`src/hw/rtl/aes_pkg.sv`:
```
// shared types, s-box table and field helpers for the aes-256 cbc encryptor
`timescale 1ns / 1ps

package aes_pkg;

    localparam int BLOCK_W = 128;
    localparam int KEY_W   = 256;
    localparam int CFG_W   = 64;
    localparam int IDX_W   = 3;

    typedef enum logic [IDX_W-1:0] {
        CFG_KEY0 = 3'd0,
        CFG_KEY1 = 3'd1,
        CFG_KEY2 = 3'd2,
        CFG_KEY3 = 3'd3,
        CFG_IV_H = 3'd4,
        CFG_IV_L = 3'd5
    } cfg_idx_t;

    // round key memory write request
    typedef struct packed {
        logic         en;
        logic [3:0]   addr;
        logic [127:0] data;
    } rk_wr_t;

    localparam logic [7:0] SBOX [256] = '{
        8'h63, 8'h7c, 8'h77, 8'h7b, 8'hf2, 8'h6b, 8'h6f, 8'hc5,
        8'h30, 8'h01, 8'h67, 8'h2b, 8'hfe, 8'hd7, 8'hab, 8'h76,
        8'hca, 8'h82, 8'hc9, 8'h7d, 8'hfa, 8'h59, 8'h47, 8'hf0,
        8'had, 8'hd4, 8'ha2, 8'haf, 8'h9c, 8'ha4, 8'h72, 8'hc0,
        8'hb7, 8'hfd, 8'h93, 8'h26, 8'h36, 8'h3f, 8'hf7, 8'hcc,
        8'h34, 8'ha5, 8'he5, 8'hf1, 8'h71, 8'hd8, 8'h31, 8'h15,
        8'h04, 8'hc7, 8'h23, 8'hc3, 8'h18, 8'h96, 8'h05, 8'h9a,
        8'h07, 8'h12, 8'h80, 8'he2, 8'heb, 8'h27, 8'hb2, 8'h75,
        8'h09, 8'h83, 8'h2c, 8'h1a, 8'h1b, 8'h6e, 8'h5a, 8'ha0,
        8'h52, 8'h3b, 8'hd6, 8'hb3, 8'h29, 8'he3, 8'h2f, 8'h84,
        8'h53, 8'hd1, 8'h00, 8'hed, 8'h20, 8'hfc, 8'hb1, 8'h5b,
        8'h6a, 8'hcb, 8'hbe, 8'h39, 8'h4a, 8'h4c, 8'h58, 8'hcf,
        8'hd0, 8'hef, 8'haa, 8'hfb, 8'h43, 8'h4d, 8'h33, 8'h85,
        8'h45, 8'hf9, 8'h02, 8'h7f, 8'h50, 8'h3c, 8'h9f, 8'ha8,
        8'h51, 8'ha3, 8'h40, 8'h8f, 8'h92, 8'h9d, 8'h38, 8'hf5,
        8'hbc, 8'hb6, 8'hda, 8'h21, 8'h10, 8'hff, 8'hf3, 8'hd2,
        8'hcd, 8'h0c, 8'h13, 8'hec, 8'h5f, 8'h97, 8'h44, 8'h17,
        8'hc4, 8'ha7, 8'h7e, 8'h3d, 8'h64, 8'h5d, 8'h19, 8'h73,
        8'h60, 8'h81, 8'h4f, 8'hdc, 8'h22, 8'h2a, 8'h90, 8'h88,
        8'h46, 8'hee, 8'hb8, 8'h14, 8'hde, 8'h5e, 8'h0b, 8'hdb,
        8'he0, 8'h32, 8'h3a, 8'h0a, 8'h49, 8'h06, 8'h24, 8'h5c,
        8'hc2, 8'hd3, 8'hac, 8'h62, 8'h91, 8'h95, 8'he4, 8'h79,
        8'he7, 8'hc8, 8'h37, 8'h6d, 8'h8d, 8'hd5, 8'h4e, 8'ha9,
        8'h6c, 8'h56, 8'hf4, 8'hea, 8'h65, 8'h7a, 8'hae, 8'h08,
        8'hba, 8'h78, 8'h25, 8'h2e, 8'h1c, 8'ha6, 8'hb4, 8'hc6,
        8'he8, 8'hdd, 8'h74, 8'h1f, 8'h4b, 8'hbd, 8'h8b, 8'h8a,
        8'h70, 8'h3e, 8'hb5, 8'h66, 8'h48, 8'h03, 8'hf6, 8'h0e,
        8'h61, 8'h35, 8'h57, 8'hb9, 8'h86, 8'hc1, 8'h1d, 8'h9e,
        8'he1, 8'hf8, 8'h98, 8'h11, 8'h69, 8'hd9, 8'h8e, 8'h94,
        8'h9b, 8'h1e, 8'h87, 8'he9, 8'hce, 8'h55, 8'h28, 8'hdf,
        8'h8c, 8'ha1, 8'h89, 8'h0d, 8'hbf, 8'he6, 8'h42, 8'h68,
        8'h41, 8'h99, 8'h2d, 8'h0f, 8'hb0, 8'h54, 8'hbb, 8'h16
    };

    function automatic logic [7:0] xtime(input logic [7:0] a);
        xtime = {a[6:0], 1'b0} ^ (a[7] ? 8'h1b : 8'h00);
    endfunction

    function automatic logic [31:0] sub_word(input logic [31:0] w);
        sub_word = {SBOX[w[31:24]], SBOX[w[23:16]], SBOX[w[15:8]], SBOX[w[7:0]]};
    endfunction

endpackage

```
`src/hw/rtl/aes_rkmem.sv`:
```
// round key memory, one write port and one registered read port
`timescale 1ns / 1ps

module aes_rkmem #(
    parameter int DEPTH = 15
) (
    input  logic                         clk,
    input  aes_pkg::rk_wr_t              wr,
    input  logic [3:0]                   raddr,
    output logic [aes_pkg::BLOCK_W-1:0]  rdata
);

    logic [aes_pkg::BLOCK_W-1:0] mem [DEPTH];

    always_ff @(posedge clk)
    begin
        if (wr.en)
            mem[wr.addr] <= wr.data;
        rdata <= mem[raddr];
    end

endmodule

```
`config.mk`:
```
export PLATFORM = sky130hd
export DESIGN_NAME = aes_rkmem
export DESIGN_NICKNAME = d
export VERILOG_FILES = /design/src/hw/rtl/aes_pkg.sv /design/src/hw/rtl/aes_rkmem.sv
export SDC_FILE = /design/constraint.sdc
export NUM_CORES = 2
export LEC_CHECK = 0
export ABC_AREA = 1
export CAP_MARGIN = 20
export CORE_ASPECT_RATIO = 1.1
export CORE_MARGIN = 2
export CORE_UTILIZATION = 50
export CTS_CLUSTER_SIZE = 20
export DETAILED_ROUTE_END_ITERATION = 8
export DONT_BUFFER_PORTS = 1
export PLACE_DENSITY_LB_ADDON = 0.15
export SYNTH_ARGS = -nofsm -noshare
export SYNTH_HDL_FRONTEND = slang
export SYNTH_SLANG_ARGS = --single-unit
```
`constraint.sdc`:
```
create_clock -name clk -period 8.45 [get_ports clk]
set_input_delay 0.4225 -clock clk [delete_from_list [all_inputs] [get_ports clk]]
set_output_delay 0.4225 -clock clk [all_outputs]
set_load 0.05 [all_outputs]
```
==> flow_metrics.py <==
metrics = {
    "worst_setup_path": {
        "cpPeakStageDelay_ns": 1.04,
        "crit_path_end_kind": "register",
        "crit_required_ns": 9.19,
        "reg2regPathDepth": 10,
        "path_depth": 11,
        "cp.buffers_inverters": 4,
        "crit_fanout": 884,
        "r2r_end": "rdata[72]$_DFF_P_",
        "start_kind": "input port",
        "crit_path_top_delay_cell": "inv_16",
        "worstReg2RegStart": "mem[10][72]$_DFFE_PP_",
        "worstPathCellList": "inv_16 > buf_12 > nand2_1 > nand3_1 > nand2_1 > nand2_1 > nand2_1 > nand2_1 > dlygate4sd3_1 > nand2_1 > dlygate4sd3_1",
        "rrSetupSlack_ns": 6.35,
        "critPathTopFamily": "buffers and inverters",
        "crit_type": "input port to register",
        "cp.arrival_ns": 4.62,
        "crit_top_cell": "nand2_1",
    },
    "logic_synthesis": {
        "muxShareOfSynthArea": 0,
        "synth_warnings": 0,
        "syn_inst": 6999,
        "synth_area_mm2": 0.08086,
        "synth_top_family_by_area": "simple AND/OR/NAND/NOR gates",
        "synth_area_leaders": "edfxtp_1 71%, nand2_1 13%, nand3_1 7.3%",
        "synthSimpleGateAreaFrac": 0.2144,
        "ys_types": 18,
        "ys_seq_elements": 2048,
        "synth_top_area_cell": "edfxtp_1",
        "ys_seq_area_frac": 0.7448,
        "synth-compound-area-share": 0.0004333,
        "synth_top_area_frac": 0.7131,
        "yosys.area_share.xor_xnor": 0,
        "syn_nets": 7137,
        "synth_fa_ha_area_frac": 0,
        "syn_area_per_cell_um2": 11.55,
    },
    "sta": {
        "relSlewSlack": -0.01869,
        "hold_violations": 0,
        "finalSetupViolations": 0,
        "period_minus_slack_ns": 3.878,
        "worstMarginPinSlew_ns": 1.528,
        "finalClockSkew_ns": 0.03832,
        "slew_violations": 54,
        "setup_tns_ns": 0,
        "fmax_mhz": 257.8,
        "min_period_over_period": 0.4590,
        "rsz0062_at_grt": "no",
        "holdWs_ns": 0.07399,
    },
    "cells_and_area": {
        "final_core_util": 0.5645,
        "fin_cells": 9289,
        "layout-drive-gt1-share": 0.05479,
        "nNetsFinal": 7134,
        "area_delta_synth_final_pct": 11.92,
    },
    "placement": {
        "numPortBuffers": 0,
        "gp_congestion": 0.7266,
        "dpl.hpwl_mm": 83.76,
        "place_inst": 8756,
    },
    "clock_network": {
        "h-tree-depth": 4,
        "cts.sinks": 2048,
        "cts_tree": "done",
        "post_cts_resized": 0,
        "cts_root_buf": "clkbuf_16",
        "clk_latency_ns": 0.85,
        "postCtsSetupRepairBufs": 0,
        "clk_pin_slew_ns": 0.06,
        "cts_buffers": 201,
        "cts.hold.buffers_added": 141,
        "clockBufferDepth": 3,
    },
    "detailed_routing": {
        "vias": 50200,
        "initialDrtViolationCount": 4118,
        "avgViaCountPerCell": 5.404,
        "ant_nets": 0,
        "firstDrtPassIters": 5,
        "finalWirelength_mm": 206.3,
        "drc": 0,
        "wl_per_cell_um": 22.21,
    },
    "status": {
        "status": "complete, but fails checks",
        "violations": "slew limit",
    },
    "global_route": {
        "grt_pass1_vias": 48200,
        "grtUsageMet2": 0.4271,
        "grt_pass1_wl_mm": 307.3,
        "grt_use_total": 0.2494,
        "grtUsageMet3": 0.04057,
        "grt_max_degree": 885,
        "gr-total-overflow": 0,
        "use_met1": 0.3331,
        "antenna_found_initial": 23,
        "busiest_layer": "met2",
    },
    "pwr": {
        "power_density_mw_per_mm2": 240.8,
        "p_total_uw": 21790,
        "leakagePower_uw": 0.03450,
        "peakVddDrop_mv": 0.1755,
    },
    "die": {
        "num_rows": 154,
        "core_area_mm2": 0.1603,
        "initial_core_util": 0.5044,
        "die_w_um": 387.4,
        "io_pins": 266,
        "die_h_um": 425.8,
        "dieArea_mm2": 0.1649,
    },
    "hold_path": {
        "holdPathStages": 4,
        "worst_hold_path.endpoint": "rdata[19]$_DFF_P_",
        "hp-start": "raddr[2]",
        "hold_path.class": "input port to register",
    },
    "job": {
        "maxCapViolCount": 0,
    },
}
-- cell usage after synthesis, drive strengths merged --
cell type,instances
nor2,242
dfxtp,128
o21ai,7
nand3,1176
or2,20
nand2,2771
nand3b,2
inv,337
edfxtp,1920
clkbuf,75
buf,321
-- report_power, final --
group          internal (uW)  total (uW)  switching, uW  leakage, uW
clock                   5220        9010           3780      0.00328
combinational            321        1080            763       0.0128
sequential             11400       11700            345       0.0184
-- per-layer routing --
metal,wire [um],vias up
li1,-,23640
met5,152,-
met2,101200,1496
met4,4354,24
met1,87280,24720
met3,13320,308
-- metrics by stage --
step	cell area [um2]	setup WS (ns)
2_1_floorplan	80860	1.876
6_report	90500	4.572
3_5_place_dp	82230	4.952
3_3_place_gp	82200	4.968
4_1_cts	90420	5.307
5_1_grt	90480	4.981
-- logic make-up (layout without fill, tap and decap cells) --
group,Yosys count,in the layout
AOI/OAI and AO/OA,7,7
buffers and inverters,733,907
DFF,2048,2048
other,0,10
and+or+nand+nor,4211,4211
-- final cells by class --
cell class	count	area, um2
fillers	13200	69820
flip-flops and latches	2048	60220
multi-input cells	4218	17480
clock buffers	308	5834
well taps	2106	2635
repair buffers	190	2135
inverters	337	1304
clock inverters	72	863.3
diodes	10	25.02
-- placed cells by master (no fill, tap or decap) --
cell,instances
dfxtp_1,128
inv_8,3
clkinv_2,31
inv_6,3
nand3_1,1176
diode_2,10
clkbuf_8,36
buf_4,29
clkinv_16,1
o21ai_0,6
clkinvlp_4,2
bufinv_16,15
nand2_1,2771
clkinv_8,5
edfxtp_1,1920
dlygate4sd3_1,135
clkbuf_1,69
inv_16,4
buf_16,6
nand3b_1,2
inv_1,333
buf_12,20
o21ai_1,1
clkinv_1,12
nor2_4,15
or2_2,20
clkbuf_16,203
nor2_1,227
-- registers in the layout, indices dropped and copies added, names as in the netlist --
| signal | flops |
|---|---|
| mem | 1920 |
| rdata | 128 |
-- how the worst max path moves through the flow --
stage               slack (ns)  startpoint                   end
floorplan                 1.88     wr[130]  mem[10][0]$_DFFE_PP_
detailed placement        4.95     wr[130]  mem[8][92]$_DFFE_PP_
finish                    4.57    raddr[0]     rdata[72]$_DFF_P_
global placement          4.97     wr[130]  mem[8][92]$_DFFE_PP_
CTS                       5.31    raddr[0]     rdata[72]$_DFF_P_
global route              4.98    raddr[0]     rdata[72]$_DFF_P_
-- worst min-delay path: stages --
cell	delay (ns)
nand3_1	0.09
nand2_1	0.07
nand2_1	0.05
nand2_1	0.16
Power figures use the tool's default switching activity.
